--- config.mk ---
export PLATFORM = sky130hd
export DESIGN_NAME = odp_pattern_detector_flat
export DESIGN_NICKNAME = d
export VERILOG_FILES = /design/src/rtl/odp_pkg.sv /design/src/rtl/odp_if.sv /design/src/rtl/odp_pattern_detector.sv /design/src/flat_wrapper.sv
export SDC_FILE = /design/constraint.sdc
export NUM_CORES = 1
export LEC_CHECK = 0
export BUFFER_PORTS_ARGS = -buffer_cell sky130_fd_sc_hd__clkbuf_2
export CORE_MARGIN = 4
export CORE_UTILIZATION = 50
export CTS_CLUSTER_DIAMETER = 80
export DETAILED_ROUTE_END_ITERATION = 16
export GPL_TIMING_DRIVEN = 0
export PLACE_DENSITY = 0.69
export SYNTH_ARGS = -nofsm -noshare
export SYNTH_HDL_FRONTEND = slang
export SYNTH_SLANG_ARGS = --single-unit
--- constraint.sdc ---
create_clock -name clock -period 3 [get_ports clock]
set_input_delay 0.3 -clock clock [delete_from_list [all_inputs] [get_ports clock]]
set_output_delay 0.3 -clock clock [all_outputs]
set_load 0.01 [all_outputs]
--- src/rtl/odp_pkg.sv ---
// Shared types and constants for the originator detection pattern detector.
// No dependencies; used by the interfaces, the top level and the checker.
`timescale 1ns / 1ps
package odp_pkg;

   localparam int GAP_W   = 5;
   localparam int COUNT_W = 3;
   localparam int CHAR_W  = 8;
   localparam int BIT_IDX_W = 4;
   localparam int CSR_INDEX_W = 2;
   localparam int CSR_DATA_W  = 5;

   localparam logic [CHAR_W-1:0] DC1_EVEN   = 8'h11;
   localparam logic [CHAR_W-1:0] DC1_ODD    = 8'h91;
   localparam logic [CHAR_W-1:0] DC1_TOGGLE = 8'h80;

   localparam logic [BIT_IDX_W-1:0] STOP_BIT_INDEX = 4'd8;
   localparam logic [COUNT_W-1:0]   COUNT_MAX      = 3'd7;

   localparam logic [GAP_W-1:0]   MIN_GAP_RESET  = 5'd8;
   localparam logic [GAP_W-1:0]   MAX_GAP_RESET  = 5'd16;
   localparam logic [COUNT_W-1:0] REQUIRED_RESET = 3'd4;

   typedef enum logic [CSR_INDEX_W-1:0] {
      CSR_MIN_GAP  = 2'd0,
      CSR_MAX_GAP  = 2'd1,
      CSR_REQUIRED = 2'd2
   } csr_index_type;

   typedef enum logic {
      CMD_FEED  = 1'b0,
      CMD_CLEAR = 1'b1
   } cmd_type;

   typedef struct packed {
      logic                 in_char;
      logic [BIT_IDX_W-1:0] bit_index;
      logic [CHAR_W-1:0]    char_shift;
      logic                 have_prev;
      logic [CHAR_W-1:0]    prev_char;
      logic [COUNT_W-1:0]   char_count;
      logic [GAP_W-1:0]     mark_run;
      logic                 found;
   } det_state_type;

endpackage

--- src/rtl/odp_if.sv ---
// Request and response channel interfaces of the pattern detector.
// Depends on odp_pkg for field widths.
`timescale 1ns / 1ps
interface odp_req_if;
   logic valid;
   logic ready;
   logic cmd;
   logic line_bit;

   modport source (output valid, output cmd, output line_bit, input ready);
   modport sink   (input valid, input cmd, input line_bit, output ready);
endinterface

interface odp_rsp_if;
   logic                        valid;
   logic                        ready;
   logic                        detected;
   logic [odp_pkg::COUNT_W-1:0] valid_count;

   modport source (output valid, output detected, output valid_count, input ready);
   modport sink   (input valid, input detected, input valid_count, output ready);
endinterface

--- src/rtl/odp_pattern_detector.sv ---
// Originator detection pattern detector: frames async DC1 characters from
// line bits and raises a sticky flag. Depends on odp_pkg and odp_if.sv.
//
// Usage:
//   req_chan carries one request per line bit: cmd 0 feeds line_bit
//   (1 mark, 0 space), cmd 1 clears the detector. Each request gives one
//   response on rsp_chan with the detected flag and the count of
//   consecutive valid characters after that request's update.
//   csr_we/csr_index/csr_wdata write min_gap_marks (0), max_gap_marks (1)
//   and required_chars (2); write only while no request is in flight.
//   A request passes through an input register and then a response
//   register, where its response becomes valid on rsp_chan.
//   Throughput: one request per cycle while rsp_chan does not stall; the
//   detector state updates as a request moves from the input register to
//   the response register.
//   When rsp_chan stalls the response register holds, the input register
//   fills, and req_chan.ready drops only when both are full.
//   Synchronous reset empties both registers, clears the detector state and
//   restores the registers to 8, 16 and 4.
`timescale 1ns / 1ps
module odp_pattern_detector (
   input  logic                           clock,
   input  logic                           reset,
   odp_req_if.sink                        req_chan,
   odp_rsp_if.source                      rsp_chan,
   input  logic                           csr_we,
   input  logic [odp_pkg::CSR_INDEX_W-1:0] csr_index,
   input  logic [odp_pkg::CSR_DATA_W-1:0]  csr_wdata
);
   import odp_pkg::*;

   logic [GAP_W-1:0]   min_gap_ff;
   logic [GAP_W-1:0]   max_gap_ff;
   logic [COUNT_W-1:0] required_ff;

   logic          req_valid_ff;
   logic          req_cmd_ff;
   logic          req_bit_ff;
   logic          rsp_valid_ff;
   logic          rsp_detected_ff;
   logic [COUNT_W-1:0] rsp_count_ff;

   det_state_type state_ff;
   det_state_type state_in;

   logic          advance;
   logic [GAP_W:0] next_run;
   logic          is_dc1;
   logic          alternates;

   assign advance        = req_valid_ff && (!rsp_valid_ff || rsp_chan.ready);
   assign req_chan.ready = !req_valid_ff || advance;

   assign rsp_chan.valid       = rsp_valid_ff;
   assign rsp_chan.detected    = rsp_detected_ff;
   assign rsp_chan.valid_count = rsp_count_ff;

   assign next_run   = {1'b0, state_ff.mark_run} + {{GAP_W{1'b0}}, 1'b1};
   assign is_dc1     = req_bit_ff
                       && (state_ff.char_shift == DC1_EVEN || state_ff.char_shift == DC1_ODD);
   assign alternates = state_ff.char_shift == (state_ff.prev_char ^ DC1_TOGGLE);

   always_comb begin
      state_in = state_ff;
      if (req_cmd_ff == CMD_CLEAR) begin
         state_in = '0;
      end else if (!state_ff.found) begin
         if (state_ff.in_char) begin
            if (state_ff.bit_index < STOP_BIT_INDEX) begin
               state_in.char_shift = state_ff.char_shift
                  | (CHAR_W'(req_bit_ff) << state_ff.bit_index[BIT_IDX_W-2:0]);
               state_in.bit_index  = state_ff.bit_index + 1'b1;
            end else begin
               // end of character, stop bit in hand
               state_in.in_char  = 1'b0;
               state_in.mark_run = '0;
               if (is_dc1) begin
                  state_in.prev_char = state_ff.char_shift;
                  state_in.have_prev = 1'b1;
                  if (!state_ff.have_prev || alternates) begin
                     if (state_ff.char_count < COUNT_MAX) begin
                        state_in.char_count = state_ff.char_count + 1'b1;
                     end
                     if (state_in.char_count >= required_ff) begin
                        state_in.found = 1'b1;
                     end
                  end else begin
                     state_in.char_count = COUNT_W'(1);
                  end
               end else begin
                  state_in.have_prev  = 1'b0;
                  state_in.char_count = '0;
               end
            end
         end else if (!state_ff.have_prev) begin
            if (!req_bit_ff) begin
               state_in.in_char    = 1'b1;
               state_in.bit_index  = '0;
               state_in.char_shift = '0;
            end
         end else if (req_bit_ff) begin
            if (next_run > {1'b0, max_gap_ff}) begin
               state_in.have_prev  = 1'b0;
               state_in.char_count = '0;
               state_in.mark_run   = '0;
            end else begin
               state_in.mark_run = next_run[GAP_W-1:0];
            end
         end else begin
            if (state_ff.mark_run < min_gap_ff || state_ff.mark_run > max_gap_ff) begin
               state_in.have_prev  = 1'b0;
               state_in.char_count = '0;
            end
            state_in.in_char    = 1'b1;
            state_in.bit_index  = '0;
            state_in.char_shift = '0;
         end
      end
   end

   always_ff @(posedge clock) begin
      if (reset) begin
         min_gap_ff   <= MIN_GAP_RESET;
         max_gap_ff   <= MAX_GAP_RESET;
         required_ff  <= REQUIRED_RESET;
         req_valid_ff <= 1'b0;
         rsp_valid_ff <= 1'b0;
         state_ff     <= '0;
      end else begin
         if (csr_we) begin
            case (csr_index)
               CSR_MIN_GAP:  min_gap_ff  <= csr_wdata;
               CSR_MAX_GAP:  max_gap_ff  <= csr_wdata;
               CSR_REQUIRED: required_ff <= csr_wdata[COUNT_W-1:0];
               default: ;
            endcase
         end
         if (req_chan.ready) begin
            req_valid_ff <= req_chan.valid;
         end
         if (advance) begin
            rsp_valid_ff <= 1'b1;
            state_ff     <= state_in;
         end else if (rsp_chan.ready) begin
            rsp_valid_ff <= 1'b0;
         end
      end
   end

   always_ff @(posedge clock) begin
      if (req_chan.ready) begin
         req_cmd_ff <= req_chan.cmd;
         req_bit_ff <= req_chan.line_bit;
      end
      if (advance) begin
         rsp_detected_ff <= state_in.found;
         rsp_count_ff    <= state_in.char_count;
      end
   end

endmodule

--- src/flat_wrapper.sv ---
// flat-port wrapper written by rule: the top's interface ports become plain ports
module odp_pattern_detector_flat import odp_pkg::*;
  (clock, reset, csr_we, csr_index, csr_wdata, req_chan_valid, req_chan_cmd, req_chan_line_bit, req_chan_ready, rsp_chan_valid, rsp_chan_detected, rsp_chan_valid_count, rsp_chan_ready);
  odp_req_if req_chan_i ();
  odp_rsp_if rsp_chan_i ();
  input  logic clock;
  input  logic reset;
  input  logic csr_we;
  input  logic [odp_pkg::CSR_INDEX_W-1:0] csr_index;
  input  logic [odp_pkg::CSR_DATA_W-1:0] csr_wdata;
  input wire logic [$bits(req_chan_i.valid)-1:0] req_chan_valid;
  input wire logic [$bits(req_chan_i.cmd)-1:0] req_chan_cmd;
  input wire logic [$bits(req_chan_i.line_bit)-1:0] req_chan_line_bit;
  output wire logic [$bits(req_chan_i.ready)-1:0] req_chan_ready;
  output wire logic [$bits(rsp_chan_i.valid)-1:0] rsp_chan_valid;
  output wire logic [$bits(rsp_chan_i.detected)-1:0] rsp_chan_detected;
  output wire logic [$bits(rsp_chan_i.valid_count)-1:0] rsp_chan_valid_count;
  input wire logic [$bits(rsp_chan_i.ready)-1:0] rsp_chan_ready;
  assign req_chan_i.valid = req_chan_valid;
  assign req_chan_i.cmd = req_chan_cmd;
  assign req_chan_i.line_bit = req_chan_line_bit;
  assign req_chan_ready = req_chan_i.ready;
  assign rsp_chan_valid = rsp_chan_i.valid;
  assign rsp_chan_detected = rsp_chan_i.detected;
  assign rsp_chan_valid_count = rsp_chan_i.valid_count;
  assign rsp_chan_i.ready = rsp_chan_ready;
  odp_pattern_detector u_core (.clock(clock), .reset(reset), .req_chan(req_chan_i), .rsp_chan(rsp_chan_i), .csr_we(csr_we), .csr_index(csr_index), .csr_wdata(csr_wdata));
endmodule
; Word level (Yosys, flattened, before mapping)
; Cells that the tools add are included.
[op_classes]
reduce_logical = 24
shift = 1
mux = 36
magnitude_cmp = 6
n_bitwise = 2
add_sub_neg = 3
n_eq_ne = 10
[ops]
columns = cell, count
row1 = 31-bit 2-to-1 mux, 2
row2 = 3-bit 2-to-1 mux, 12
row3 = 8-bit 2-to-1 mux, 4
row4 = 18-bit 2-to-1 mux, 1
row5 = 14-bit 2-to-1 mux, 1
row6 = 13-bit 2-to-1 mux, 1
row7 = 1-bit 2-to-1 mux, 12
row8 = 12-bit 2-to-1 mux, 1
row9 = 5-bit 2-to-1 mux, 2
row10 = 5-bit AND reduction, 2
row11 = "3-bit by 2-bit inequality test with 1-bit output, second input constant", 3
row12 = "8-bit by 5-bit equality test with 1-bit output, second input constant", 1
row13 = 8-bit equality test, 1
row14 = "8-bit equality test, second input constant", 1
row15 = 8-bit bitwise OR, 1
row16 = 2-bit AND reduction, 4
row17 = 1-bit by 3-bit left shift with 8-bit output, 1
row18 = "5-bit by 1-bit adder with 6-bit output, second input constant", 1
row19 = 6-bit by 5-bit > comparator with 1-bit output, 1
row20 = 2-bit nonzero test, 3
row21 = 3-bit nonzero test, 2
row22 = 5-bit > comparator, 1
row23 = 1-bit logical OR, 5
row24 = 5-bit less-than comparator, 1
row25 = 14 further kinds, 18
[totals]
ff_bits = 52
output_inout_bits = 6
input_bits = 14
elab_cells = 99

; Longest topological paths before layout
[logic_depth]
depth_word = 17
mapped_depth = 10
ltp_nobuf = 10

; Least setup slack after synthesis
; OpenSTA, ideal clock, no wires.
[synth_timing]
path_kind = flip-flop to flip-flop
startpoint = reg u_core.state_ff[2] (netlist bit)
endpoint = reg u_core.state_ff[1] (netlist bit)
required_time_ns = 2.935
stages_incl_launch_ff = 11
setup_time_ns = 0.065
slack_ns = 0.723
n_path_buf = 0
arrival_ns = 2.212
period_less_slack_ns = 2.277
path_cell_list = dfxtp_1 > ha_1 > nand3_1 > xnor2_1 > ha_1 > and3_1 > a211oi_1 > a21oi_1 > nor4b_2 > mux2i_1 > nor2_1
[synth_between]
elab_chain_len = 8
[synth_rtl]
columns = item, line_no
row1 = from (decl), odp_pattern_detector.sv:43  ; det_state_type state_ff;
row2 = from (signal assigned), odp_pattern_detector.sv:143  ; state_ff <= state_in;
row3 = 5-bit by 1-bit adder with 6-bit output, odp_pattern_detector.sv:58  ; assign next_run = {1'b0, state_ff.mark_run} + {{GAP_W{1'b0}}, 1'b1};
row4 = 6-bit by 5-bit > comparator with 1-bit output, odp_pattern_detector.sv:102  ; if (next_run > {1'b0, max_gap_ff}) begin
row5 = 5-bit 2-to-1 mux, odp_pattern_detector.sv:102
row6 = 5-bit 2-to-1 mux, odp_pattern_detector.sv:101  ; end else if (req_bit_ff) begin
row7 = 8-bit 2-to-1 mux, odp_pattern_detector.sv:95  ; end else if (!state_ff.have_prev) begin
row8 = 8-bit 2-to-1 mux, odp_pattern_detector.sv:68  ; if (state_ff.in_char) begin
row9 = 31-bit 2-to-1 mux, odp_pattern_detector.sv:67  ; end else if (!state_ff.found) begin
row10 = 31-bit 2-to-1 mux, odp_pattern_detector.sv:65  ; if (req_cmd_ff == CMD_CLEAR) begin
; No other way between the ends. The select of a mux whose other input is x is not followed.
; A chain may end at the register's enable or synchronous reset.

==> impl_metrics.toml <==
[outcome]
status = "finished clean"

[global_route]
met2_usage_pct = 28.2
grt_pass1_wl_um = 9970
grt-busiest-layer = "met1"
gr-total-overflow = 0
met3_usage_pct = 3.25
antenna_found_initial = 0
grt_max_degree = 17
grt_use_total_pct = 19.2
grt_pass1_vias = 2100
grt_use_met1_pct = 28.7

[detailed_routing]
wl_um = 5750
vias = 2196
via_per_inst = 5.36
wl_per_cell_um = 14.0
drt-initial-drc-count = 154
dr.pass1.iters = 4
ant_nets = 0
remaining_drc_errors = 0

[layout]
layout.nets = 373
regArea_um2 = 1100
finalNonFillerCells = 410
fillCellCount = 480
design_area_um2 = 3050
multi_input_area_um2 = 1540
layout-drive-gt1-share_pct = 11.5
syn_to_final_growth_pct = 10.8
final_util_pct = 58.5
num_antenna_cells = 0

[yosys]
post_synth.cell_area_avg_um2 = 8.78
synthArstFlopShare_pct = 0
synth_fp_nets = 347
synth_ff_type = "dfxtp_1"
ys_seq_area_share_pct = 40.1
ys_types = 55
synth.top_cells.by_area = "dfxtp_1, ha_1, edfxtp_1"
synth_edf_count = 6
ys_top_cells_by_count = "dfxtp_1, nor2_1, a21oi_1"
synth_warnings = 0
synth_most_common_cell = "dfxtp_1"
synth_top_area_cell = "dfxtp_1"
postSynthCellCount = 313
synth_area_um2 = 2750
synth_top_area_share_pct = 33.5
ys_ff_latch = 52

[placement]
placed_area_um2 = 2930
port_buffers = 19
place_hpwl_um = 4350
placed_cells = 402
dp_worst_setup_slack_ns = 0.336
gp_congestion = 0.936

[floorplanning]
coreArea_um2 = 5200
start_util_pct = 52.8
fp.dieArea_um2 = 6750
num_io_pins = 20
chipWidth_um = 82.1
die_height_um = 82.1
rows = 26

[setup_path]
rr_worst_depth = 10
crit_chain = "ha_1 -> nand3_1 -> xnor2_1 -> ha_1 -> nand3_1 -> o21bai_1 -> a21oi_1 -> o221ai_1 -> nand3b_1 -> o221ai_1"
slowest_delay_ns = 0.44
r2r_start = "u_core.state_ff[2]"
cp-start-kind = "register"
crit_start = "u_core.state_ff[2]"
end_kind = "register"
crit_required_ns = 3.03
crit_arrival_ns = 2.70
worstSetupPathType = "reg -> reg"
critPathMaxFanout = 5
cp_slowest_cell = "dfxtp_1"

[sta]
rsz0062_at_grt = "no"
finClkSkew_ns = 0.00745
hold_violations = 0
fin_hold_ws_ns = 0.165
relSlewSlack_pct = 25.4
min_period_ns = 2.68
finalSetupTns_ns = 0
tightest_slew_ns = 1.12
final-setup-viol-count = 0
slew_viol_final = 0
fin_crit_sh_pct = 89.2
timing.fmax_ghz = 0.374
worst_slack_ns = 0.324

[flow_run]
drv_cap = 0

[clock_network]
postCtsSetupBuffers = 0
clk_pin_slew_ns = 0.10
numCtsBuffers = 5
holdBufCountCts = 0
h-tree-depth = 2
cts_tree = "yes"
ctsResizeCount = 0
cts.path.max_buffers = 2
clock-sinks = 52
clock_latency_ns = 0.30
root_buffer = "clkbuf_8"

[power_and_ir_drop]
leakage_nw = 1.27
p_total_mw = 1.29
power.ir.vdd_worst_v = 0.000244
power_density_nw_per_um2 = 423

[min_path]
hold_depth = 1
hold_path.startpoint = "req_chan_cmd"
hold_class = "in -> reg"
logic make-up (layout without fill, tap and decap cells):
| group | after synthesis | count (layout) | synth area share, % |
|---|---|---|---|
| adder cells (fa/ha/maj) | 20 | 20 | 9.11 |
| AO/OA/AOI/OAI | 71 | 71 | 16.4 |
| flip-flops | 52 | 52 | 40.1 |
| multiplexers | 10 | 10 | 3.64 |
| buffers and inverters | 30 | 57 | 4.23 |
| AND/OR/NAND/NOR | 117 | 117 | 22.4 |
| XOR/XNOR | 13 | 13 | 4.14 |
placed cells by master, fill, tap and decap left out, types with 2 or more instances in the layout:
cell type  count
a21oi_1       24
nand3b_1       5
nor4_1         2
nand3_1        6
edfxtp_1       6
mux2i_1       10
o21a_1         2
nand4_1        2
a22oi_1        6
xor2_1         3
o21ai_1        2
or3_1          2
clkbuf_1       5
o21ai_0       11
a41oi_1        2
inv_1         21
a31oi_1        4
clkbuf_2      19
dfxtp_1       46
nor2_1        42
buf_2          3
and3_1         3
ha_1          20
or2_2          2
nand2_1       21
xnor2_1       10
nor2b_1        8
a21boi_0       2
a21o_1         2
and2_1         5
o221ai_1       2
nor3b_1        2
nor3_1         2
clkbuf_8       5
a32oi_1        4
nand2b_1       5
area by class of cell:
| type | instances | area share (%) |
|---|---|---|
| multi-input combinational | 231 | 50.5 |
| sequential | 52 | 36.2 |
| timing repair buffer | 19 | 3.12 |
| clock buffer | 6 | 3.08 |
| tap | 70 | 2.88 |
| inverter | 21 | 2.59 |
| buffer | 9 | 1.23 |
| clock inverter | 2 | 0.411 |
final timing paths:
path | to | slack (ns)
max reg2reg | u_core.rsp_chan.valid_count[2] | 0.32
min reg2reg | u_core.state_ff[13] | 0.48
min | u_core.req_cmd_ff | 0.16
max | u_core.rsp_chan.valid_count[2] | 0.32
sequential cells by signal, indices dropped and copies added, names as in the netlist:
register                     flops
u_core.rsp_chan.detected         1
u_core.min_gap_ff                5
u_core.req_valid_ff              1
u_core.req_cmd_ff                1
u_core.req_bit_ff                1
u_core.max_gap_ff                5
u_core.required_ff               3
u_core.rsp_chan.valid_count      3
u_core.state_ff                 31
u_core.rsp_chan.valid            1
metal layers:
layer	vias up	part of all wire [%]	routed length (um)
met3	5	3.7	214
met5	-	0	0
li1	1151	-	-
met2	36	42	2410
met4	0	1.0	59
met1	1004	53	3070
critical path: cells and delay by family (launching register included):
kind / cells / cell delay [ns]
AO/OA/AOI/OAI: 4 / 0.89
XOR/XNOR: 1 / 0.17
flip-flops: 1 / 0.44
adder cells (fa/ha/maj): 2 / 0.54
AND/OR/NAND/NOR: 3 / 0.37
power by group:
group	internal (mW)	switching, mW
Clock	0.214	0.232
Sequential	0.717	0.00963
Combinational	0.0455	0.0713
No activity file was read; power rests on OpenSTA's default activity.
